## src/rtl/core/mtep_pkg.sv

```systemverilog
package mtep_pkg;

    localparam int TrackCountDefault = 16;
    localparam int TrackWidth = 4;
    localparam int QueueDepth = 4;

    localparam logic [7:0] MetaEot = 8'h2f;
    localparam logic [7:0] MetaTempo = 8'h51;
    localparam logic [7:0] StatusSysex = 8'hf0;
    localparam logic [7:0] StatusMeta = 8'hff;

    typedef enum logic [3:0] {
        PH_DELTA     = 4'd0,
        PH_STATUS    = 4'd1,
        PH_DATA1     = 4'd2,
        PH_DATA2     = 4'd3,
        PH_SYX_LEN   = 4'd4,
        PH_SYX_BODY  = 4'd5,
        PH_META_CODE = 4'd6,
        PH_META_LEN  = 4'd7,
        PH_META_BODY = 4'd8
    } t_phase;

    typedef enum logic [1:0] {
        KIND_CHANNEL  = 2'd0,
        KIND_SYX_START = 2'd1,
        KIND_SYX_BODY = 2'd2,
        KIND_META     = 2'd3
    } t_kind;

    typedef struct packed {
        logic [TrackWidth-1:0] track;
        logic [7:0]            data_byte;
        logic                  restart;
    } t_item;

    typedef struct packed {
        t_phase      phase;
        logic [7:0]  running_status;
        logic [31:0] varlen;
        logic [31:0] remaining;
        logic [7:0]  meta_code;
        logic [7:0]  held_data;
        logic [31:0] tick_time;
        logic [31:0] tempo;
        logic        active;
    } t_track_state;

    typedef struct packed {
        t_kind       kind;
        logic        end_of_track;
        logic [TrackWidth-1:0] track;
        logic [7:0]  status_byte;
        logic [7:0]  first_data;
        logic [6:0]  second_data;
        logic [31:0] event_time;
        logic [31:0] value;
        logic        last;
    } t_event;

endpackage

```

## src/rtl/core/mtep_front.sv

```systemverilog
module mtep_front #(
    parameter int TRACK_COUNT = mtep_pkg::TrackCountDefault
) (
    input  logic                            i_clk,
    input  logic                            i_rst_n,
    input  logic                            i_valid,
    output logic                            o_stall,
    input  logic [mtep_pkg::TrackWidth-1:0] i_track_index,
    input  logic [7:0]                      i_data_byte,
    input  logic                            i_restart,
    output logic                            o_q_valid,
    input  logic                            i_q_pop,
    output mtep_pkg::t_item                 o_q_item
);

    localparam int Qd = mtep_pkg::QueueDepth;
    localparam int Aw = $clog2(Qd);

    mtep_pkg::t_item r_mem [Qd];
    logic [Aw-1:0] r_wp, r_rp;
    logic [Aw:0]   r_cnt;
    logic          w_push, w_in_range;

    // track indices at or beyond the configured count are dropped here
    assign w_in_range = ({{(9-mtep_pkg::TrackWidth){1'b0}}, i_track_index} < 9'(TRACK_COUNT));
    assign o_stall = (r_cnt == (Aw+1)'(Qd));
    assign w_push = i_valid && !o_stall && w_in_range;
    assign o_q_valid = (r_cnt != '0);
    assign o_q_item = r_mem[r_rp];

    always_ff @(posedge i_clk) begin
        if (w_push) begin
            r_mem[r_wp] <= '{track: i_track_index, data_byte: i_data_byte, restart: i_restart};
        end
        if (!i_rst_n) begin
            r_wp <= '0;
            r_rp <= '0;
            r_cnt <= '0;
        end else begin
            if (w_push) r_wp <= r_wp + 1'b1;
            if (i_q_pop) r_rp <= r_rp + 1'b1;
            r_cnt <= r_cnt + (Aw+1)'(w_push) - (Aw+1)'(i_q_pop);
        end
    end

    a_no_underflow: assert property (@(posedge i_clk) disable iff (!i_rst_n)
        i_q_pop |-> o_q_valid) else $error("pop from empty queue");
    a_cnt_bound: assert property (@(posedge i_clk) disable iff (!i_rst_n)
        r_cnt <= (Aw+1)'(Qd)) else $error("queue count overflow");
    a_full_stalls: assert property (@(posedge i_clk) disable iff (!i_rst_n)
        (r_cnt == (Aw+1)'(Qd)) |-> o_stall) else $error("full queue not stalling");

endmodule

```

## src/rtl/core/mtep_back.sv

```systemverilog
module mtep_back #(
    parameter int TRACK_COUNT = mtep_pkg::TrackCountDefault
) (
    input  logic                            i_clk,
    input  logic                            i_rst_n,
    input  logic                            i_q_valid,
    output logic                            o_q_pop,
    input  mtep_pkg::t_item                 i_q_item,
    output logic                            o_valid,
    input  logic                            i_stall,
    output mtep_pkg::t_event                o_event
);

    localparam int Tw = (TRACK_COUNT > 1) ? $clog2(TRACK_COUNT) : 1;

    mtep_pkg::t_track_state r_st [TRACK_COUNT];
    mtep_pkg::t_track_state w_cur, n_st;
    mtep_pkg::t_event       n_ev, r_ev;
    logic                   n_emit, r_valid;
    logic [Tw-1:0]          w_idx;
    logic [7:0]             b;
    logic [31:0]            w_acc, w_rem;
    logic                   w_done;
    logic [3:0]             w_hi;

    assign o_q_pop = i_q_valid && (!r_valid || !i_stall);
    assign w_idx = Tw'(i_q_item.track);
    assign b = i_q_item.data_byte;
    assign o_valid = r_valid;
    assign o_event = r_ev;

    always_comb begin
        w_cur = r_st[w_idx];
        if (i_q_item.restart) begin
            w_cur = '0;
            w_cur.phase = mtep_pkg::PH_DELTA;
            w_cur.active = 1'b1;
        end
        w_acc = {w_cur.varlen[24:0], 7'b0} + {25'b0, b[6:0]};
        w_done = !b[7];
        w_rem = w_cur.remaining - 32'd1;
        w_hi = w_cur.running_status[7:4];
        n_st = w_cur;
        n_emit = 1'b0;
        n_ev = '0;
        n_ev.track = i_q_item.track;
        n_ev.event_time = w_cur.tick_time;
        if (w_cur.active) begin
            case (w_cur.phase)
                mtep_pkg::PH_STATUS: begin
                    if (b[7]) begin
                        if (b == mtep_pkg::StatusSysex) begin
                            n_st.running_status = '0;
                            n_st.varlen = '0;
                            n_st.phase = mtep_pkg::PH_SYX_LEN;
                        end else if (b > mtep_pkg::StatusSysex) begin
                            n_st.running_status = '0;
                            n_st.phase = mtep_pkg::PH_META_CODE;
                        end else begin
                            n_st.running_status = b;
                            n_st.phase = mtep_pkg::PH_DATA1;
                        end
                    end else if (w_cur.running_status[7]) begin
                        if (w_hi == 4'hc || w_hi == 4'hd) begin
                            n_st.phase = mtep_pkg::PH_DELTA;
                            n_st.varlen = '0;
                            n_emit = 1'b1;
                            n_ev.status_byte = w_cur.running_status;
                            n_ev.first_data = b;
                        end else begin
                            n_st.held_data = b;
                            n_st.phase = mtep_pkg::PH_DATA2;
                        end
                    end else begin
                        n_st.varlen = w_acc;
                        n_st.phase = mtep_pkg::PH_DELTA;
                        if (w_done) begin
                            n_st.tick_time = w_cur.tick_time + w_acc;
                            n_st.varlen = '0;
                            n_st.phase = mtep_pkg::PH_STATUS;
                        end
                    end
                end
                mtep_pkg::PH_DATA1: begin
                    if (w_hi == 4'hc || w_hi == 4'hd) begin
                        n_st.phase = mtep_pkg::PH_DELTA;
                        n_st.varlen = '0;
                        n_emit = 1'b1;
                        n_ev.status_byte = w_cur.running_status;
                        n_ev.first_data = b;
                    end else begin
                        n_st.held_data = b;
                        n_st.phase = mtep_pkg::PH_DATA2;
                    end
                end
                mtep_pkg::PH_DATA2: begin
                    n_st.phase = mtep_pkg::PH_DELTA;
                    n_st.varlen = '0;
                    n_emit = 1'b1;
                    n_ev.status_byte = w_cur.running_status;
                    n_ev.first_data = w_cur.held_data;
                    n_ev.second_data = (w_hi == 4'h8) ? 7'd0 : b[6:0];
                end
                mtep_pkg::PH_SYX_LEN: begin
                    n_st.varlen = w_acc;
                    if (w_done) begin
                        n_st.remaining = w_acc;
                        n_emit = 1'b1;
                        n_ev.kind = mtep_pkg::KIND_SYX_START;
                        n_ev.status_byte = mtep_pkg::StatusSysex;
                        if (w_acc == '0) begin
                            n_st.phase = mtep_pkg::PH_DELTA;
                            n_ev.last = 1'b1;
                        end else begin
                            n_st.phase = mtep_pkg::PH_SYX_BODY;
                            n_ev.value = w_acc;
                        end
                    end
                end
                mtep_pkg::PH_SYX_BODY: begin
                    n_st.remaining = w_rem;
                    n_emit = 1'b1;
                    n_ev.kind = mtep_pkg::KIND_SYX_BODY;
                    n_ev.status_byte = mtep_pkg::StatusSysex;
                    n_ev.first_data = b;
                    n_ev.value = w_cur.varlen;
                    if (w_rem == '0) begin
                        n_st.phase = mtep_pkg::PH_DELTA;
                        n_st.varlen = '0;
                        n_ev.last = 1'b1;
                    end
                end
                mtep_pkg::PH_META_CODE: begin
                    n_st.meta_code = b;
                    n_st.varlen = '0;
                    n_st.phase = mtep_pkg::PH_META_LEN;
                end
                mtep_pkg::PH_META_LEN: begin
                    n_st.varlen = w_acc;
                    if (w_done) begin
                        n_ev.kind = mtep_pkg::KIND_META;
                        n_ev.status_byte = mtep_pkg::StatusMeta;
                        if (w_cur.meta_code == mtep_pkg::MetaEot) begin
                            n_st.active = 1'b0;
                            n_st.phase = mtep_pkg::PH_DELTA;
                            n_st.varlen = '0;
                            n_emit = 1'b1;
                            n_ev.end_of_track = 1'b1;
                            n_ev.first_data = mtep_pkg::MetaEot;
                        end else begin
                            if (w_cur.meta_code == mtep_pkg::MetaTempo) n_st.tempo = '0;
                            if (w_acc == '0) begin
                                n_st.phase = mtep_pkg::PH_DELTA;
                                n_emit = (w_cur.meta_code == mtep_pkg::MetaTempo);
                                n_ev.first_data = mtep_pkg::MetaTempo;
                            end else begin
                                n_st.remaining = w_acc;
                                n_st.phase = mtep_pkg::PH_META_BODY;
                            end
                        end
                    end
                end
                mtep_pkg::PH_META_BODY: begin
                    if (w_cur.meta_code == mtep_pkg::MetaTempo) begin
                        n_st.tempo = {w_cur.tempo[23:0], b};
                    end
                    n_st.remaining = w_rem;
                    if (w_rem == '0) begin
                        n_st.phase = mtep_pkg::PH_DELTA;
                        n_st.varlen = '0;
                        n_emit = (w_cur.meta_code == mtep_pkg::MetaTempo);
                        n_ev.kind = mtep_pkg::KIND_META;
                        n_ev.status_byte = mtep_pkg::StatusMeta;
                        n_ev.first_data = mtep_pkg::MetaTempo;
                        n_ev.value = n_st.tempo;
                    end
                end
                default: begin
                    n_st.varlen = w_acc;
                    n_st.phase = mtep_pkg::PH_DELTA;
                    if (w_done) begin
                        n_st.tick_time = w_cur.tick_time + w_acc;
                        n_st.varlen = '0;
                        n_st.phase = mtep_pkg::PH_STATUS;
                    end
                end
            endcase
        end
    end

    always_ff @(posedge i_clk) begin
        if (!i_rst_n) begin
            for (int i = 0; i < TRACK_COUNT; i++) begin
                r_st[i] <= '{phase: mtep_pkg::PH_DELTA, active: 1'b1, default: '0};
            end
            r_valid <= 1'b0;
        end else begin
            if (o_q_pop) begin
                r_st[w_idx] <= n_st;
                r_valid <= n_emit;
            end else if (!i_stall) begin
                r_valid <= 1'b0;
            end
        end
        if (o_q_pop && n_emit) r_ev <= n_ev;
    end

    a_hold: assert property (@(posedge i_clk) disable iff (!i_rst_n)
        (r_valid && i_stall) |=> (r_valid && $stable(r_ev))) else $error("result lost");
    a_no_pop_blocked: assert property (@(posedge i_clk) disable iff (!i_rst_n)
        (r_valid && i_stall) |-> !o_q_pop) else $error("pop while blocked");
    a_eot_kind: assert property (@(posedge i_clk) disable iff (!i_rst_n)
        (r_valid && r_ev.end_of_track) |-> (r_ev.kind == mtep_pkg::KIND_META))
        else $error("end of track with wrong kind");

endmodule

```

## src/rtl/core/midi_track_event_parser_core.sv

```systemverilog
// Standard MIDI File track parser: one byte of one track per transaction, one per cycle
// sustained while neither side stalls. A four-entry queue sits between the input and the
// per-track state machine, and results wait in an output register, so either side may
// stall. Bytes of tracks at or beyond TRACK_COUNT are accepted and dropped. The state
// update of one track per cycle sets the rate.
module midi_track_event_parser_core #(
    parameter int TRACK_COUNT = mtep_pkg::TrackCountDefault
) (
    input  logic        i_clk,
    input  logic        i_rst_n,
    input  logic        i_valid,
    output logic        o_stall,
    input  logic [3:0]  i_track_index,
    input  logic [7:0]  i_data_byte,
    input  logic        i_restart,
    output logic        o_valid,
    input  logic        i_stall,
    output logic [1:0]  o_kind,
    output logic        o_end_of_track,
    output logic [3:0]  o_track_out,
    output logic [7:0]  o_status_byte,
    output logic [7:0]  o_first_data,
    output logic [6:0]  o_second_data,
    output logic [31:0] o_event_time,
    output logic [31:0] o_value,
    output logic        o_last
);

    logic             w_q_valid, w_q_pop;
    mtep_pkg::t_item  w_q_item;
    mtep_pkg::t_event w_ev;

    mtep_front #(.TRACK_COUNT(TRACK_COUNT)) u_front (
        .i_clk, .i_rst_n, .i_valid, .o_stall, .i_track_index, .i_data_byte, .i_restart,
        .o_q_valid(w_q_valid), .i_q_pop(w_q_pop), .o_q_item(w_q_item)
    );

    mtep_back #(.TRACK_COUNT(TRACK_COUNT)) u_back (
        .i_clk, .i_rst_n, .i_q_valid(w_q_valid), .o_q_pop(w_q_pop), .i_q_item(w_q_item),
        .o_valid, .i_stall, .o_event(w_ev)
    );

    assign o_kind = w_ev.kind;
    assign o_end_of_track = w_ev.end_of_track;
    assign o_track_out = w_ev.track;
    assign o_status_byte = w_ev.status_byte;
    assign o_first_data = w_ev.first_data;
    assign o_second_data = w_ev.second_data;
    assign o_event_time = w_ev.event_time;
    assign o_value = w_ev.value;
    assign o_last = w_ev.last;

endmodule

```

## config.mk

```make
export PLATFORM = sky130hd
export DESIGN_NAME = midi_track_event_parser_core
export DESIGN_NICKNAME = d
export VERILOG_FILES = /design/src/rtl/core/mtep_pkg.sv /design/src/rtl/core/mtep_front.sv /design/src/rtl/core/mtep_back.sv /design/src/rtl/core/midi_track_event_parser_core.sv
export SDC_FILE = /design/constraint.sdc
export NUM_CORES = 2
export LEC_CHECK = 0
export ABC_CLOCK_PERIOD_IN_PS = 12900
export BUFFER_PORTS_ARGS = -buffer_cell sky130_fd_sc_hd__clkbuf_2
export CAP_MARGIN = 20
export CORE_MARGIN = 4
export CORE_UTILIZATION = 60
export DETAILED_ROUTE_END_ITERATION = 12
export HOLD_SLACK_MARGIN = 0.02
export PLACE_DENSITY = 0.74
export SETUP_SLACK_MARGIN = 0.15
export SLEW_MARGIN = 20
export SYNTH_ARGS = -nofsm -noshare
export SYNTH_HDL_FRONTEND = slang
export SYNTH_SLANG_ARGS = --single-unit
```

## constraint.sdc

```tcl
create_clock -name i_clk -period 12.9 [get_ports i_clk]
set_input_delay 2.58 -clock i_clk [delete_from_list [all_inputs] [get_ports i_clk]]
set_output_delay 2.58 -clock i_clk [all_outputs]
set_load 0.01 [all_outputs]
```

## Word level (Yosys, flattened, before mapping)

Memory sizes are Yosys's and may differ from the RTL's. A register that Yosys moved wholly into a read port is not among the register bits.
Index checks and enable logic that the tools add are counted.

| storage, ports and cells | value |
|---|---|
| input port bits | 17 |
| memory bits (writable) | 2564 |
| memories | 2 |
| flip-flop bits (word level) | 103 |

Memory list:

| name | words | width | read ports | clocked after Yosys merged registers in | wr ports | line | RTL |
|---|---|---|---|---|---|---|---|
| u_back.r_st | 16 | 157 | 1 | 0 | 16 | mtep_back.sv:16 | `mtep_pkg::t_track_state r_st [TRACK_COUNT];` |
| u_front.r_mem | 4 | 13 | 1 | 1 | 1 | mtep_front.sv:19 | `mtep_pkg::t_item r_mem [Qd];` |

| operators by class | value |
|---|---|
| magnitude comparators | 1 |
| mux-type cells | 92 |
| reduce and logical (&&, ||, !) cells | 18 |
| equal/unequal tests | 16 |
| bitwise logic cells | 3 |
| add/subtract/negate cells | 7 |

Operator list:

| cell | count |
|---|---|
| 32-bit two-way mux | 17 |
| 157-bit two-way mux | 3 |
| 32-bit case mux with 3 select lines | 2 |
| 32-bit case mux with 6 select lines | 1 |
| 157-bit OR reduction | 1 |
| 32-bit case mux with 2 select lines | 2 |
| 16-bit two-way mux | 6 |
| 33-bit two-way mux | 2 |
| 32-bit logical NOT | 2 |
| 64-bit two-way mux | 1 |
| 8-bit two-way mux | 8 |
| 8-bit case mux with 7 select lines | 1 |
| 8-bit case mux with 6 select lines | 1 |
| 40-bit two-way mux | 1 |
| 32-bit adder | 1 |
| 32-bit by 7-bit adder with 32-bit output | 1 |
| 32-bit by 1-bit subtractor with 32-bit output, second input constant | 1 |
| 4-bit two-way mux | 7 |
| 4-bit case mux with 7 select lines | 1 |
| 1-bit two-way mux | 25 |
| 4-bit by 3-bit == test with 1-bit output, second input constant | 4 |
| 4-bit == test, second input constant | 4 |
| 8-bit case mux with 2 select lines | 1 |
| 12-bit two-way mux | 1 |
| other kinds (26) | 43 |

## Depth between registers and ports, before layout

An unclocked memory read counts as a cell.

| depth | value |
|---|---|
| word-level depth | 10 |
| mapped depth | 38 |
| depth with buffers taken out | 22 |

## Hierarchy

Synthesis repeated with hierarchy kept, for this count alone.

| unflattened totals | value |
|---|---|
| cell total of the unflattened synthesis | 8255 |
| area, all modules | 119574.7 sq um |

Modules (own cells, without submodules):

| module | cells each | area an instance (sq um) | instances | sequential area each (sq um) |
|---|---|---|---|---|
| mtep_back | 8140 | 117226.2 | 1 | 78305.1 |
| mtep_front | 115 | 2348.5 | 1 | 1741.7 |

## Worst setup path after synthesis

Ideal clock, no wire load.

| timing | value |
|---|---|
| path type | reg-to-reg |
| start point | register (tool-made name) |
| end point | memory u_back.r_st[15][0] in the netlist's numbering, enable pin |
| cell stages (with the launch flop) | 24 |
| buffers on the path | 17 |
| arrival | 7.857 ns |
| period minus slack after synthesis | 8.380 ns |
| path slack | 4.520 ns |
| data required time | 12.377 ns |
| cells stage by stage | dfxtp_1 -> buf_6 -> mux2_4 -> inv_2 -> buf_6 -> buf_8 -> buf_6 -> buf_6 -> buf_6 -> buf_6 -> buf_4 -> buf_4 -> buf_4 -> buf_4 -> buf_2 -> buf_2 -> buf_1 -> clkbuf_1 -> nand3_1 -> nor2_1 -> nand2_1 -> clkbuf_1 -> clkbuf_1 -> nand2_1 |

RTL lines:

| what | line |
|---|---|
| end, declared | mtep_back.sv:16 |

==> flow_summary.json <==
{
  "cp-start-kind": "register",
  "syn2layout_area_growth_pct": 9.457,
  "multi_input_area_um2": 38500,
  "die_width_um": 458.7,
  "synth_top_area_share_pct": 65.52,
  "dp_slack_ns": 3.191,
  "crit_path_top_delay_cell": "buf_4",
  "yosys-top-cells-count": "edfxtp_1, nor2_1, nand2_1",
  "hold_viol_final": 0,
  "cts_resized": 0,
  "synthTopCellsByArea": "edfxtp_1, mux4_2, nor2_1, mux2i_1, nand2_1",
  "cp.arrival_ns": 10.45,
  "final.min_clock_period_ns": 9.887,
  "hpwl_um": 208200,
  "drc": 0,
  "endpoint": "u_back.o_event[51]$_DFFE_PP_",
  "root_buffer": "clkbuf_16",
  "required_ns": 13.46,
  "grt_pass1_vias": 81650,
  "initial_core_util_pct": 60.30,
  "synth.distinct_cells": 103,
  "tightest_slew_ns": 1.315,
  "power_density_nw_per_um2": 261.6,
  "clock_latency_ns": 0.95,
  "power.total_mw": 34.89,
  "fin_worst_skew_ns": 0.05586,
  "synth_flop_cell": "edfxtp_1",
  "drt_iter0_drc": 14050,
  "setup-tns-final_ns": 0,
  "syn_area_per_cell_um2": 13.60,
  "dieArea_um2": 210400,
  "drtPass1Iterations": 9,
  "synth_top_cell_by_area": "edfxtp_1",
  "nNetsFinal": 8870,
  "drv_cap": 0,
  "antenna_found_initial": 30,
  "ctsHtreeMaxLevel": 5,
  "io_pins": 114,
  "antenna_left": 0,
  "path_max_fanout": 102,
  "hold_slack_ns": 0.5853,
  "cts_sinks": 2669,
  "maxSlewHeadroom_pct": 11.42,
  "ff2ff_path_depth": 20,
  "synth_cells": 8963,
  "viasPerCell": 7.137,
  "clk_path_buf_depth": 4,
  "gp_congestion": 0.9291,
  "hp-class": "reg2reg",
  "slowest_delay_ns": 0.97,
  "r2r_slack_ns": 3.01,
  "worstPathCellList": "buf_4 > mux2i_1 > mux2_4 > inv_8 > buf_4 > buf_4 > mux2i_1 > nand2_1 > a32oi_1 > nand2_1 > or3_1 > nor4_2 > and4_1 > xor2_1 > or4_1 > nor4_2 > buf_4 > nor4b_1 > or3_4 > buf_4",
  "yosysWarnings": 0,
  "period_share_pct": 76.65,
  "synth.most_common_cell": "edfxtp_1",
  "setup_viol": 0,
  "reg2reg_to": "u_back.o_event[51]$_DFFE_PP_",
  "setup_ws_ns": 3.013,
  "wirelength_um": 396100,
  "rows": 165,
  "wl_per_cell_um": 33.82,
  "grt_pass1_wl_um": 566800,
  "numCtsBuffers": 287,
  "crit_path_end_kind": "register",
  "postCtsSetupBuffers": 0,
  "grtUsageTotal_pct": 37.48,
  "peakVddDrop_v": 0.0002874,
  "synthesis.area_um2": 121900,
  "grt_max_degree": 116,
  "synthArstFlopShare_pct": 0,
  "num_vias": 83590,
  "overflow": 0,
  "grt_setup_unrepaired": "no",
  "port_buffers": 113,
  "critical_path_class": "reg2reg",
  "ff_latch_area_um2": 80050,
  "final_util_pct": 66.00,
  "die_h_um": 458.7,
  "holdBufCountCts": 0,
  "fmax_mhz": 101.1,
  "core_area_um2": 202100,
  "syn-num-nets": 9021,
  "slew_viol_final": 0,
  "yosysSeqAreaShare_pct": 65.69,
  "cts_tree": "yes",
  "leakage_nw": 45.96,
  "drive_gt1_share_pct": 16.52,
  "outcome": "finished clean",
  "crit_top_cell": "buf_4",
  "cts.clk_slew.worst_paths_ns": 0.06,
  "fillCellCount": 13880,
  "synth-seq-cells": 2669,
  "synth_edf_count": 2659
}
==> worst max-delay path: cells and delay by family (launching register included) <==
kind                      cells  cell delay (ns)
buffers and inverters         6             3.69
and+or+nand+nor               9             3.99
muxes                         3             0.91
DFF                           1             0.31
AOI/OAI and AO/OA             1             0.26
xor gates and xnor gates      1             0.10
==> kinds of logic after synthesis <==
group	share of synthesized area [%]
xor+xnor	0.3090
flops	65.69
buf+inv	3.291
fa+ha+maj	0.4333
mux	13.01
compound gates	4.203
simple gates	13.06
==> worst min-delay path by stage <==
stage / startpoint / end / slack [ns] / depth (start not counted)
after CTS: u_front.r_wp[1]$_SDFFE_PN0P_ / u_front.r_wp[1]$_SDFFE_PN0P_ / 0.58 / 2
after global routing: u_front.r_wp[1]$_SDFFE_PN0P_ / u_front.r_wp[1]$_SDFFE_PN0P_ / 0.65 / 2
after global placement: u_front.r_wp[1]$_SDFFE_PN0P_ / u_front.r_wp[1]$_SDFFE_PN0P_ / 0.54 / 2
final: u_front.r_wp[1]$_SDFFE_PN0P_ / u_front.r_wp[1]$_SDFFE_PN0P_ / 0.59 / 2
after detailed placement: u_front.r_wp[1]$_SDFFE_PN0P_ / u_front.r_wp[1]$_SDFFE_PN0P_ / 0.57 / 2
after floorplan: u_front.r_wp[1]$_SDFFE_PN0P_ / u_front.r_wp[1]$_SDFFE_PN0P_ / 0.53 / 2
==> metal layers <==
metal  share of wire (%)  GRT usage (%)  wire (um)
met5               0.031         0.8037        121
met4                 7.7          24.12      30660
met3                  15          11.88      59900
met2                  45          56.09     177700
met1                  32          47.64     127700
==> registers in the layout, summed over array words and instances (netlist names), named ones only <==
register and cells:
u_front.r_cnt 3, u_back.r_st 2512, u_back.o_valid 1, u_front.r_mem 52, u_front.r_wp 2, u_back.o_event 95
u_front.r_rp 2
==> power breakdown <==
| group | internal, mW | switching (mW) | leakage, nW |
|---|---|---|---|
| clock | 4.35 | 3.30 | 4.13 |
| combinational | 4.65 | 11.8 | 14.4 |
| sequential | 10.5 | 0.215 | 27.5 |
| total | 19.5 | 15.4 | 46.0 |
==> layout by cell type (no fill, tap or decap), types with 23 or more instances in the layout <==
| cell type | instances |
|---|---|
| buf_12 | 23 |
| nand2_1 | 639 |
| a311oi_1 | 31 |
| clkbuf_16 | 295 |
| nand2_4 | 30 |
| inv_1 | 60 |
| edfxtp_1 | 2659 |
| ha_1 | 39 |
| mux2i_1 | 338 |
| nor2b_1 | 51 |
| and3_1 | 64 |
| diode_2 | 33 |
| nand3_1 | 74 |
| mux4_2 | 539 |
| a22oi_1 | 27 |
| a21oi_2 | 47 |
| xnor2_1 | 28 |
| a21oi_1 | 216 |
| and2_1 | 169 |
| clkbuf_2 | 113 |
| a211oi_1 | 32 |
| clkbuf_1 | 58 |
| nor3_1 | 440 |
| a32oi_1 | 36 |
| o22ai_1 | 43 |
| clkinv_2 | 37 |
| clkinv_1 | 73 |
| buf_4 | 217 |
| nor2_1 | 2023 |
| a31oi_1 | 47 |
| o21ai_0 | 109 |
==> metrics by stage <==
stage,std cells,cell area (um^2)
after floorplan,8963,121900
after CTS,11680,133000
after global routing,11680,133300
after detailed placement,11190,124600
final,11710,133400
after global placement,11190,124400
==> area by class of cell <==
class	count	area share, %
well taps	2672	2.506
diodes	33	0.06191
clock inverters	128	0.6003
multi-input cells	5432	28.86
flip-flops and latches	2669	60.01
inverters	64	0.2007
clock buffers	356	5.728
repair buffers	358	2.032
Power figures use the tool's default switching activity.
